===== src/design/tdc_pkg.sv =====
package tdc_pkg;

	// Operation codes carried in s_axis_tuser
	typedef enum logic [2:0] {
		OP_INC      = 3'd0,
		OP_DEC      = 3'd1,
		OP_ADD      = 3'd2,
		OP_SET_ALL  = 3'd3,
		OP_SET_HOUR = 3'd4,
		OP_SET_MIN  = 3'd5,
		OP_SET_SEC  = 3'd6,
		OP_LOAD     = 3'd7
	} tdc_op_t;

	localparam logic [16:0] DAY_SECS  = 17'd86400;
	localparam logic [16:0] DAY_LAST  = 17'd86399;
	localparam logic [11:0] HOUR_SECS = 12'd3600;
	localparam logic [5:0]  MIN_SECS  = 6'd60;
	localparam logic [4:0]  HOURS_DAY = 5'd24;
	localparam logic [4:0]  MAX_HOUR  = 5'd23;
	localparam logic [5:0]  MAX_MINSEC = 6'd59;

	// 86400 = 128 * 675: reduce the upper 25 bits modulo 675
	localparam logic [9:0]  MOD_ODD    = 10'd675;
	localparam logic [24:0] MOD_RECIP  = 25'd25451658;  // floor(2^34 / 675)
	localparam int          MOD_SHIFT  = 34;
	// 2^32 mod 86400 and its complement, for negative words
	localparam logic [16:0] WRAP32     = 17'd23296;
	localparam logic [16:0] WRAP32_C   = 17'd63104;

	localparam logic [17:0] HOUR_RECIP = 18'd149131;    // ceil(2^29 / 3600)
	localparam int          HOUR_SHIFT = 29;
	localparam logic [11:0] MIN_RECIP  = 12'd2185;      // ceil(2^17 / 60)
	localparam int          MIN_SHIFT  = 17;

	typedef struct packed {
		tdc_op_t    op;
		logic [4:0] hour_val;
		logic [5:0] min_val;
		logic [5:0] sec_val;
	} tdc_cmd_t;

	// Command plus its second amount split into hour / minute / second digits
	typedef struct packed {
		tdc_cmd_t   cmd;
		logic [4:0] dh;
		logic [5:0] dm;
		logic [5:0] ds;
	} tdc_delta_t;

	typedef struct packed {
		logic [4:0] hour;
		logic [5:0] minute;
		logic [5:0] second;
		logic       rejected;
	} tdc_time_t;

endpackage


===== src/design/tdc_reduce.sv =====
module tdc_reduce import tdc_pkg::*; (
	input  logic        clk,
	input  logic        arst_n,
	input  logic        in_valid,
	output logic        in_ready,
	input  tdc_cmd_t    in_cmd,
	input  logic [31:0] in_amount,
	output logic        out_valid,
	input  logic        out_ready,
	output tdc_delta_t  out_item
);

	logic [8:1] vld_q;
	logic [8:1] adv;

	tdc_cmd_t    cmd_s1, cmd_s2, cmd_s3, cmd_s4, cmd_s5, cmd_s6, cmd_s7;
	logic [31:0] amt_s1;
	logic [24:0] x_s2;
	logic [6:0]  low_s2, low_s3;
	logic        neg_s2, neg_s3;
	logic [15:0] q_s2;
	logic [10:0] r0_s3;
	logic [16:0] v_s4, v_s5;
	logic [4:0]  h_s5, h_s6, h_s7;
	logic [11:0] rem_s6, rem_s7;
	logic [5:0]  m_s7;
	tdc_delta_t  item_s8;

	logic [49:0] prod1;
	logic [25:0] qm2;
	logic [25:0] r0_full;
	logic [10:0] r3;
	logic [16:0] um;
	logic [16:0] adj;
	logic [16:0] v3;
	logic [34:0] prod4;
	logic [16:0] rem5;
	logic [23:0] prod6;
	logic [11:0] sec7;

	// Stage advances when empty or when the next one advances
	always_comb begin
		adv[8] = !vld_q[8] || out_ready;
		for (int i = 7; i >= 1; i--) begin
			adv[i] = !vld_q[i] || adv[i+1];
		end
	end

	assign in_ready  = adv[1];
	assign out_valid = vld_q[8];
	assign out_item  = item_s8;

	always_ff @(posedge clk or negedge arst_n) begin
		if (!arst_n) begin
			vld_q <= '0;
		end else begin
			if (adv[1]) vld_q[1] <= in_valid;
			for (int i = 2; i <= 8; i++) begin
				if (adv[i]) vld_q[i] <= vld_q[i-1];
			end
		end
	end

	assign prod1   = 50'(amt_s1[31:7]) * 50'(MOD_RECIP);
	assign qm2     = 26'(q_s2) * 26'(MOD_ODD);
	assign r0_full = 26'(x_s2) - qm2;

	always_comb begin
		r3  = (r0_s3 >= 11'(MOD_ODD)) ? r0_s3 - 11'(MOD_ODD) : r0_s3;
		um  = {r3[9:0], low_s3};
		adj = (um >= WRAP32) ? um - WRAP32 : um + WRAP32_C;
		unique case (cmd_s3.op)
			OP_INC:  v3 = 17'd1;
			OP_DEC:  v3 = DAY_LAST;
			OP_ADD:  v3 = neg_s3 ? adj : um;
			OP_LOAD: v3 = neg_s3 ? '0 : um;
			default: v3 = '0;
		endcase
	end

	assign prod4 = 35'(v_s4) * 35'(HOUR_RECIP);
	assign rem5  = v_s5 - 17'(h_s5) * 17'(HOUR_SECS);
	assign prod6 = 24'(rem_s6) * 24'(MIN_RECIP);
	assign sec7  = rem_s7 - 12'(m_s7) * 12'(MIN_SECS);

	always_ff @(posedge clk) begin
		if (adv[1]) begin
			cmd_s1 <= in_cmd;
			amt_s1 <= in_amount;
		end
		if (adv[2]) begin
			cmd_s2 <= cmd_s1;
			x_s2   <= amt_s1[31:7];
			low_s2 <= amt_s1[6:0];
			neg_s2 <= amt_s1[31];
			q_s2   <= prod1[MOD_SHIFT+15:MOD_SHIFT];
		end
		if (adv[3]) begin
			cmd_s3 <= cmd_s2;
			r0_s3  <= r0_full[10:0];
			low_s3 <= low_s2;
			neg_s3 <= neg_s2;
		end
		if (adv[4]) begin
			cmd_s4 <= cmd_s3;
			v_s4   <= v3;
		end
		if (adv[5]) begin
			cmd_s5 <= cmd_s4;
			v_s5   <= v_s4;
			h_s5   <= prod4[HOUR_SHIFT+4:HOUR_SHIFT];
		end
		if (adv[6]) begin
			cmd_s6 <= cmd_s5;
			h_s6   <= h_s5;
			rem_s6 <= rem5[11:0];
		end
		if (adv[7]) begin
			cmd_s7 <= cmd_s6;
			h_s7   <= h_s6;
			rem_s7 <= rem_s6;
			m_s7   <= prod6[MIN_SHIFT+5:MIN_SHIFT];
		end
		if (adv[8]) begin
			item_s8.cmd <= cmd_s7;
			item_s8.dh  <= h_s7;
			item_s8.dm  <= m_s7;
			item_s8.ds  <= sec7[5:0];
		end
	end

endmodule


===== src/design/tdc_update.sv =====
module tdc_update import tdc_pkg::*; (
	input  logic       clk,
	input  logic       arst_n,
	input  logic       in_valid,
	output logic       in_ready,
	input  tdc_delta_t in_item,
	output logic       out_valid,
	input  logic       out_ready,
	output tdc_time_t  out_time
);

	logic [4:0] hour_q;
	logic [5:0] minute_q;
	logic [5:0] second_q;
	logic       res_valid_q;
	tdc_time_t  res_s9;

	logic       take;
	logic [6:0] s_sum, m_sum;
	logic [5:0] h_sum;
	logic       c_sec, c_min;
	logic [4:0] h_add;
	logic [5:0] m_add, s_add;
	tdc_time_t  nxt;

	assign in_ready  = !res_valid_q || out_ready;
	assign take      = in_valid && in_ready;
	assign out_valid = res_valid_q;
	assign out_time  = res_s9;

	// Mixed-radix add of the digit delta with carries
	always_comb begin
		s_sum = 7'(second_q) + 7'(in_item.ds);
		c_sec = s_sum >= 7'(MIN_SECS);
		s_add = c_sec ? 6'(s_sum - 7'(MIN_SECS)) : s_sum[5:0];
		m_sum = 7'(minute_q) + 7'(in_item.dm) + 7'(c_sec);
		c_min = m_sum >= 7'(MIN_SECS);
		m_add = c_min ? 6'(m_sum - 7'(MIN_SECS)) : m_sum[5:0];
		h_sum = 6'(hour_q) + 6'(in_item.dh) + 6'(c_min);
		h_add = (h_sum >= 6'(HOURS_DAY)) ? 5'(h_sum - 6'(HOURS_DAY)) : h_sum[4:0];
	end

	always_comb begin
		nxt.hour     = hour_q;
		nxt.minute   = minute_q;
		nxt.second   = second_q;
		nxt.rejected = 1'b0;
		unique case (in_item.cmd.op)
			OP_INC, OP_DEC, OP_ADD: begin
				nxt.hour   = h_add;
				nxt.minute = m_add;
				nxt.second = s_add;
			end
			OP_LOAD: begin
				nxt.hour   = in_item.dh;
				nxt.minute = in_item.dm;
				nxt.second = in_item.ds;
			end
			OP_SET_ALL: begin
				if (in_item.cmd.hour_val > MAX_HOUR || in_item.cmd.min_val > MAX_MINSEC ||
				    in_item.cmd.sec_val > MAX_MINSEC) begin
					nxt.hour   = '0;
					nxt.minute = '0;
					nxt.second = '0;
				end else begin
					nxt.hour   = in_item.cmd.hour_val;
					nxt.minute = in_item.cmd.min_val;
					nxt.second = in_item.cmd.sec_val;
				end
			end
			OP_SET_HOUR: begin
				if (in_item.cmd.hour_val > MAX_HOUR) nxt.rejected = 1'b1;
				else nxt.hour = in_item.cmd.hour_val;
			end
			OP_SET_MIN: begin
				if (in_item.cmd.min_val > MAX_MINSEC) nxt.rejected = 1'b1;
				else nxt.minute = in_item.cmd.min_val;
			end
			OP_SET_SEC: begin
				if (in_item.cmd.sec_val > MAX_MINSEC) nxt.rejected = 1'b1;
				else nxt.second = in_item.cmd.sec_val;
			end
			// stage register holds no word yet: hold the time
			default: begin
				nxt.rejected = 1'b0;
			end
		endcase
	end

	always_ff @(posedge clk or negedge arst_n) begin
		if (!arst_n) begin
			hour_q      <= '0;
			minute_q    <= '0;
			second_q    <= '0;
			res_valid_q <= 1'b0;
		end else begin
			if (in_ready) res_valid_q <= in_valid;
			if (take) begin
				hour_q   <= nxt.hour;
				minute_q <= nxt.minute;
				second_q <= nxt.second;
			end
		end
	end

	always_ff @(posedge clk) begin
		if (take) res_s9 <= nxt;
	end

	a_state_range: assert property (@(posedge clk) disable iff (!arst_n)
		hour_q <= MAX_HOUR && minute_q <= MAX_MINSEC && second_q <= MAX_MINSEC)
		else $error("time register out of range");

	a_reject_holds: assert property (@(posedge clk) disable iff (!arst_n)
		take && nxt.rejected |=> $stable(hour_q) && $stable(minute_q) && $stable(second_q))
		else $error("rejected set changed the time");

	a_reject_op: assert property (@(posedge clk) disable iff (!arst_n)
		take && nxt.rejected |-> (in_item.cmd.op == OP_SET_HOUR ||
		in_item.cmd.op == OP_SET_MIN || in_item.cmd.op == OP_SET_SEC))
		else $error("reject flagged for an operation that cannot reject");

endmodule


===== src/design/time_of_day_clock_unit.sv =====
// Time-of-day clock. Holds hour, minute and second and applies one operation per input
// word, selected by s_axis_tuser: step forward, step back, add a signed second count,
// set all fields, set one field, or load from a second count; all arithmetic wraps at
// 86400 seconds. Every input word gives exactly one output word with the new time, its
// second-of-day count and a reject flag for an out-of-range single-field set. One word
// is taken per clock when the output side keeps up; a result is then registered in
// the update and output stages. The amount is reduced modulo 86400 and split into
// hour/minute/second digits in an eight-stage pipeline ahead of the time registers,
// so the only per-cycle dependency is a short mixed-radix carry add in the update
// stage. Bubbles collapse, so input words keep flowing while a result waits.
module time_of_day_clock_unit import tdc_pkg::*; (
	input  logic        clk,
	input  logic        arst_n,
	input  logic        s_axis_tvalid,
	output logic        s_axis_tready,
	// [31:0] seconds_amount, [36:32] hour_value, [42:37] minute_value,
	// [48:43] second_value, [55:49] zero
	input  logic [55:0] s_axis_tdata,
	// [2:0] operation
	input  logic [2:0]  s_axis_tuser,
	output logic        m_axis_tvalid,
	input  logic        m_axis_tready,
	// [4:0] hour_now, [10:5] minute_now, [16:11] second_now, [33:17] day_seconds,
	// [39:34] zero
	output logic [39:0] m_axis_tdata,
	// [0] rejected
	output logic        m_axis_tuser
);

	tdc_cmd_t    in_cmd;
	tdc_delta_t  delta;
	logic        delta_valid, delta_ready;
	tdc_time_t   res;
	logic        res_valid;
	logic        out_adv;
	logic [16:0] day_sum;

	logic        out_valid_q;
	tdc_time_t   out_time_q;
	logic [16:0] day_q;

	// Unpack the input word
	assign in_cmd.op       = tdc_op_t'(s_axis_tuser);
	assign in_cmd.hour_val = s_axis_tdata[36:32];
	assign in_cmd.min_val  = s_axis_tdata[42:37];
	assign in_cmd.sec_val  = s_axis_tdata[48:43];

	tdc_reduce u_reduce (
		.clk       (clk),
		.arst_n    (arst_n),
		.in_valid  (s_axis_tvalid),
		.in_ready  (s_axis_tready),
		.in_cmd    (in_cmd),
		.in_amount (s_axis_tdata[31:0]),
		.out_valid (delta_valid),
		.out_ready (delta_ready),
		.out_item  (delta)
	);

	tdc_update u_update (
		.clk       (clk),
		.arst_n    (arst_n),
		.in_valid  (delta_valid),
		.in_ready  (delta_ready),
		.in_item   (delta),
		.out_valid (res_valid),
		.out_ready (out_adv),
		.out_time  (res)
	);

	// Output register: load when empty or when the word is being taken
	assign out_adv = !out_valid_q || m_axis_tready;

	// Second-of-day count from the new time
	assign day_sum = 17'(res.hour) * 17'(HOUR_SECS) + 17'(res.minute) * 17'(MIN_SECS)
		+ 17'(res.second);

	always_ff @(posedge clk or negedge arst_n) begin
		if (!arst_n) begin
			out_valid_q <= 1'b0;
		end else if (out_adv) begin
			out_valid_q <= res_valid;
		end
	end

	always_ff @(posedge clk) begin
		if (out_adv && res_valid) begin
			out_time_q <= res;
			day_q      <= day_sum;
		end
	end

	assign m_axis_tvalid = out_valid_q;
	assign m_axis_tdata  = {6'd0, day_q, out_time_q.second, out_time_q.minute,
		out_time_q.hour};
	assign m_axis_tuser  = out_time_q.rejected;

	a_ready_when_empty: assert property (@(posedge clk) disable iff (!arst_n)
		!out_valid_q |-> s_axis_tready)
		else $error("input stalled with an empty output register");

	a_day_range: assert property (@(posedge clk) disable iff (!arst_n)
		m_axis_tvalid |-> day_q <= DAY_LAST)
		else $error("second-of-day count out of range");

	a_time_range: assert property (@(posedge clk) disable iff (!arst_n)
		m_axis_tvalid |-> out_time_q.hour <= MAX_HOUR && out_time_q.minute <= MAX_MINSEC &&
		out_time_q.second <= MAX_MINSEC)
		else $error("output time out of range");

endmodule


===== config.mk =====
export PLATFORM = sky130hd
export DESIGN_NAME = time_of_day_clock_unit
export DESIGN_NICKNAME = d
export VERILOG_FILES = /design/src/design/tdc_pkg.sv /design/src/design/tdc_reduce.sv /design/src/design/tdc_update.sv /design/src/design/time_of_day_clock_unit.sv
export SDC_FILE = /design/constraint.sdc
export NUM_CORES = 1
export LEC_CHECK = 0
export BUFFER_PORTS_ARGS = -buffer_cell sky130_fd_sc_hd__buf_2
export CORE_ASPECT_RATIO = 1.75
export CORE_UTILIZATION = 64
export CTS_CLUSTER_SIZE = 28
export DETAILED_ROUTE_END_ITERATION = 16
export MAX_ROUTING_LAYER = met4
export PLACE_DENSITY = 0.94
export SLEW_MARGIN = 15
export SYNTH_ARGS = -nofsm -noshare
export SYNTH_HDL_FRONTEND = slang
export SYNTH_SLANG_ARGS = --single-unit

===== constraint.sdc =====
create_clock -name clk -period 8.8 [get_ports clk]
set_input_delay 1.76 -clock clk [delete_from_list [all_inputs] [get_ports clk]]
set_output_delay 1.76 -clock clk [all_outputs]
set_load 0.01 [all_outputs]

Word-level counts from Yosys, hierarchy flattened
Cells that the tools add are included.
Cells by class
  add/sub/neg operators: 16
  $mul: 8
  order comparisons: 8
  equality and inequality tests: 10
  mux-type cells: 19
  reduce and logical (&&, ||, !) cells: 27
Operators with widths (number)
  2-to-1 mux 17 bit: 4
  one-hot mux 17 bit (4 select lines): 1
  multiplier 25 x 24 -> 49 bit, second input constant: 1
  one-hot mux 6 bit (4 select lines): 2
  multiplier 17 x 18 -> 34 bit, second input constant: 1
  2-to-1 mux 6 bit: 4
  multiplier 12 x 12 -> 23 bit, second input constant: 1
  one-hot mux 5 bit (4 select lines): 1
  adder 17 x 12 -> 17 bit: 1
  adder 17 x 16 -> 17 bit, second input constant: 1
  adder 17 x 6 -> 17 bit: 1
  greater-or-equal comparator 17 x 15 -> 1 bit, second input constant: 1
  subtractor 17 x 15 -> 17 bit, second input constant: 1
  multiplier 16 x 10 -> 11 bit, second input constant: 1
  equality test 3 bit, second input constant: 5
  adder 6 x 6 -> 7 bit: 2
  greater-or-equal comparator 7 x 6 -> 1 bit, second input constant: 2
  multiplier 5 x 8 -> 13 bit, second input constant: 1
  > comparator 6 bit, second input constant: 2
  logical OR 1 bit: 12
  subtractor 12 bit: 1
  subtractor 6 bit, second input constant: 2
  greater-or-equal comparator 11 x 10 -> 1 bit, second input constant: 1
  subtractor 11 bit: 1
  21 further kinds: 38
Word-level totals
  flip-flop bits (word level): 411
  input port bits: 63
  output and inout bits: 43

Logic depth before layout (Yosys ltp)
  depth in word-level cells: 11
  depth in mapped cells: 29
  depth with buffers taken out: 29

Cells and area by module
From an unflattened synthesis, not the netlist that was laid out.
Unflattened totals
  cells, all modules: 2640
  area, all modules: 32154.6 µm²
By module, submodules not included
  tdc_reduce: instances 1, cells each 2066, area each 26397.8 µm², sequential area each 9989.6 µm²
  tdc_update: instances 1, cells each 342, area each 3046.7 µm², sequential area each 991.0 µm²
  time_of_day_clock_unit: instances 1, cells each 232, area each 2710.1 µm², sequential area each 1016.0 µm²

Least setup slack after synthesis
Ideal clock, no wire load.
  path kind: input to output
  start point: in m_axis_tready
  end point: out s_axis_tready
  arrival: 6498 ps
  setup slack: 542 ps
  stages: 6
  cells stage by stage: nor2b_1 > nand3_1 > nor2_1 > nand3_1 > nor2_1 > nand4_1
Between the ends
  longest elaborated chain between the ends: 10
Ends and longest elaborated chain
  start: declaration: line time_of_day_clock_unit.sv:22  | input logic m_axis_tready,
  logical OR 1 bit: line time_of_day_clock_unit.sv:72  | assign out_adv = !out_valid_q || m_axis_tready;
  logical OR 1 bit: line tdc_update.sv:26  | assign in_ready = !res_valid_q || out_ready;
  logical OR 1 bit: line tdc_reduce.sv:43  | adv[8] = !vld_q[8] || out_ready;
  net u_reduce.adv, one bit: line tdc_reduce.sv:14  | logic [8:1] adv;
  logical OR 1 bit (3 in a row): line tdc_reduce.sv:45  | adv[i] = !vld_q[i] || adv[i+1];
  net u_reduce.adv, one bit: line tdc_reduce.sv:14
  logical OR 1 bit (4 in a row): line tdc_reduce.sv:45
  end: declaration: line time_of_day_clock_unit.sv:15  | output logic s_axis_tready,
The timed path passes the listed nets, and every way through them passes these cells.

Worst setup path after layout
  start point: reg u_reduce.amt_s1[16]
  end point: reg u_reduce.q_s2[10], data pin
Between the ends
  longest elaborated chain between the ends: 1
Ends and longest elaborated chain
  start: declaration: line tdc_reduce.sv:17  | logic [31:0] amt_s1;
  start signal: assignment: line tdc_reduce.sv:89  | amt_s1 <= in_amount;
  multiplier 25 x 24 -> 49 bit: line tdc_reduce.sv:64  | assign prod1 = 50'(amt_s1[31:7]) * 50'(MOD_RECIP);
  net u_reduce.prod1[44]: line tdc_reduce.sv:29  | logic [49:0] prod1;
  end signal: assignment: line tdc_reduce.sv:96  | q_s2 <= prod1[MOD_SHIFT+15:MOD_SHIFT];
  end: declaration: line tdc_reduce.sv:21  | logic [15:0] q_s2;
The timed path passes the listed nets, and every way through them passes these cells.
A chain may end at the register's enable or synchronous reset.

==> impl_metrics.csv <==
group,metric,value,unit
logic_synthesis,ys_seq_area_share,37.62,%
setup_path,cp_common_cell,"fa_1",
finish,area_growth,8.016,%
setup_path,cp_cell_sequence,"fa_1 > ha_1 > inv_1 > fa_1 > inv_1 > fa_1 > fa_1 > fa_1 > fa_1 > ha_1 > nand4_1 > a21oi_1 > a21boi_0 > a21oi_1 > a21o_1 > a31oi_1 > a311oi_1 > o21bai_1 > xnor2_1",
setup_path,rr_startpoint,"u_reduce.amt_s1[16]$_DFFE_PP_",
finish,drive_gt1_share,7.104,%
timing,layout_min_cycle_time,6.910,ns
status,run_status,"finished, final reports clean",
logic_synthesis,syn_area,31890,um^2
finish,multi_input_area,17900,um^2
setup_path,max_stage_delay,0.74,ns
finish,layout_common_cells,"596 x ha_1, 495 x inv_1, 377 x edfxtp_1, 267 x fa_1, 100 x a21oi_1",
grt,grt-ovfl-total,0,
timing,setup_viol,0,
logic_synthesis,syn_avg_cell_area,12.35,um^2
clocking,path_clk_slew,0.07,ns
grt,grt_pass1_wl,112500,um
detailed_routing,drcViolationCount,0,
timing,slew_headroom,34.52,%
setup_path,cp-end-kind,"register",
finish,layout_commonest_cell,"ha_1",
setup_path,critical_path.startpoint,"u_reduce.amt_s1[16]$_DFFE_PP_",
clocking,ctsResizeCount,0,
die,coreArea,48870,um^2
place,routabilityCongestion,0.9920,
timing,max_freq,144.7,MHz
grt,grt_pass1_vias,22540,
timing,worstMarginPinSlew,0.9575,ns
detailed_routing,routedWlPerCell,20.97,um
logic_synthesis,async_flop_share,6.683,%
timing,skew,0.01868,ns
setup_path,cpMaxStageDelayCell,"edfxtp_1",
clocking,postCtsHoldBufs,0,
logic_synthesis,synthMuxAreaShare,0.4708,%
clocking,cts.htree.levels,2,
timing,finalSetupTns,0,ns
place,io_buffer_count,92,
logic_synthesis,ys_types,76,
timing,rsz0062_at_grt,"false",
detailed_routing,ant_nets,0,
logic_synthesis,synth_top_family_by_area,"adder cells",
clocking,clk_latency,0.56,ns
logic_synthesis,synth_edf_count,377,
grt,grtUsageTotal,30.01,%
finish,nets,3627,
detailed_routing,viasPerCell,5.959,
clocking,tritoncts,"yes",
logic_synthesis,synth_cells,2581,
detailed_routing,wl,71000,um
clocking,max-clock-path-buffers,3,
die,die_w,170.7,um
grt,antenna_found_initial,1,
setup_path,start_kind,"register",
die,die_area,50760,um^2
setup_path,r2r_cells,19,
clocking,cts_sinks,404,
hold_path,hold_depth,0,
hold_path,worstHoldEndpoint,"u_reduce.out_item[19]$_DFFE_PP_",
clocking,cts_root_buffer,"clkbuf_16",
place,dpl_worst_slack,2.003,ns
logic_synthesis,ys_ff_latch,404,
detailed_routing,drtPass1Iterations,6,
logic_synthesis,synth_compound_area_share,7.408,%
die,die_h,297.3,um
hold_path,hp-class,"register to register",
setup_path,worstPathArrival,7.21,ns
logic_synthesis,synthFlopType,"edfxtp_1",
die,io_pins,106,
setup_path,r2r-end,"u_reduce.q_s2[10]$_DFFE_PP_",
finish,final_util,70.49,%
clocking,numCtsBuffers,38,
hold_path,min_from,"u_reduce.cmd_s7[2]$_DFFE_PP_",
logic_synthesis,yosysWarnings,0,
finish,regArea,12000,um^2
timing,setup_slack,1.890,ns
setup_path,reg2reg_slack,1.89,ns
flow_run,cap_violations,0,
setup_path,cp_max_fo,11,
finish,fill_cells,3115,
die,rows,107,
setup_path,crit_type,"register to register",
timing,period_share,78.52,%
timing,report.final.slew_viol_count,0,
clocking,post_cts_buffers,0,
die,initial_core_util,65.26,%
place,hpwl,55940,um
logic_synthesis,synth_fa_ha_area_share,40.15,%
detailed_routing,via_count,20180,
place,placed_cell_area,33140,um^2
logic_synthesis,synth-simple-area-share,4.842,%
setup_path,cp.required,9.10,ns
grt,grt_max_degree,55,
finish,final_area,34440,um^2
logic_synthesis,synth_xor_area_share,3.155,%
detailed_routing,drtIter0Drc,1034,
timing,hold_viol,0,
==> cell type report <==
cell class	count	area share, %
diodes	1	0.007265
clock buffers	42	2.833
clock inverters	28	0.9590
inverters	495	5.394
multi-input cells	1657	51.98
flip-flops and latches	404	34.83
well taps	654	2.376
repair buffers	105	1.620
==> logic make-up after synthesis <==
kind of cell	Yosys count
XOR/XNOR	114
adder cells (fa/ha/maj)	863
flip-flops	404
AND/OR/NAND/NOR	310
other	1
buffers and inverters	525
AO/OA/AOI/OAI	350
multiplexers	14
==> worst max-delay path, delay by kind of cell, from the launching register on <==
family | cells | cell delay (ns)
buffers and inverters | 2 | 0.11
adders and majority gates | 8 | 3.77
AOI/OAI and AO/OA | 7 | 1.77
and+or+nand+nor | 1 | 0.11
xor gates and xnor gates | 1 | 0.14
DFF | 1 | 0.74
==> stage by stage <==
step | hold slack (ns) | instances
global route | 0.4176 | 3386
global placement | 0.4008 | 3315
floorplan | 0.4003 | 2586
CTS | 0.4120 | 3385
finish | 0.4074 | 3386
detailed placement | 0.4045 | 3315
==> flip-flops by register name (all words and copies together) (netlist names), 7 cells and up <==
name / count
u_reduce.q_s2: 11
u_reduce.cmd_s3: 20
u_reduce.low_s3: 7
u_reduce.r0_s3: 11
u_reduce.rem_s6: 12
u_reduce.cmd_s2: 20
u_reduce.v_s5: 12
u_reduce.v_s4: 17
u_reduce.vld_q: 8
u_reduce.cmd_s5: 20
u_reduce.cmd_s7: 20
m_axis_tdata: 17
u_reduce.cmd_s6: 20
u_reduce.x_s2: 11
u_reduce.out_item: 37
u_reduce.cmd_s4: 20
day_q: 15
u_reduce.amt_s1: 32
u_reduce.cmd_s1: 20
u_update.out_time: 18
u_reduce.low_s2: 7
==> Yosys cell counts (all sizes together) (27+ instances only) <==
cell / count / area (um^2)
a21oi: 100 / 500.5
nor2: 67 / 251.5
edfxtp: 377 / 11320
ha: 596 / 7457
fa: 267 / 5345
nand3: 27 / 135.1
dfrtp: 27 / 675.7
xnor2: 90 / 788.3
o21ai: 56 / 280.3
inv: 495 / 1858
a21o: 54 / 405.4
nand2: 88 / 330.3
==> worst max path at each step <==
stage | end | slack [ns] | depth (start not counted)
2_1_floorplan | s_axis_tready | 0.54 | 6
3_3_place_gp | u_reduce.q_s2[10]$_DFFE_PP_ | 2.19 | 19
3_5_place_dp | u_reduce.q_s2[10]$_DFFE_PP_ | 2.00 | 19
4_1_cts | s_axis_tready | 1.94 | 10
5_1_grt | u_update.hour_q[3]$_DFFE_PN0P_ | 1.62 | 27
6_report | u_reduce.q_s2[10]$_DFFE_PP_ | 1.89 | 19
==> per-layer routing <==
| metal | up-vias | track usage, % | routed length [um] |
|---|---|---|---|
| met3 | 384 | 3.539 | 2986 |
| met2 | 842 | 56.87 | 39780 |
| met1 | 9828 | 25.81 | 21720 |
| met4 | 0 | 23.23 | 6520 |
| met5 | - | - | 0 |
| li1 | 9124 | - | - |
Power is left out: the tool's default activity adds up to more than one toggle a clock period on the data nets, which glitch-free logic cannot reach.
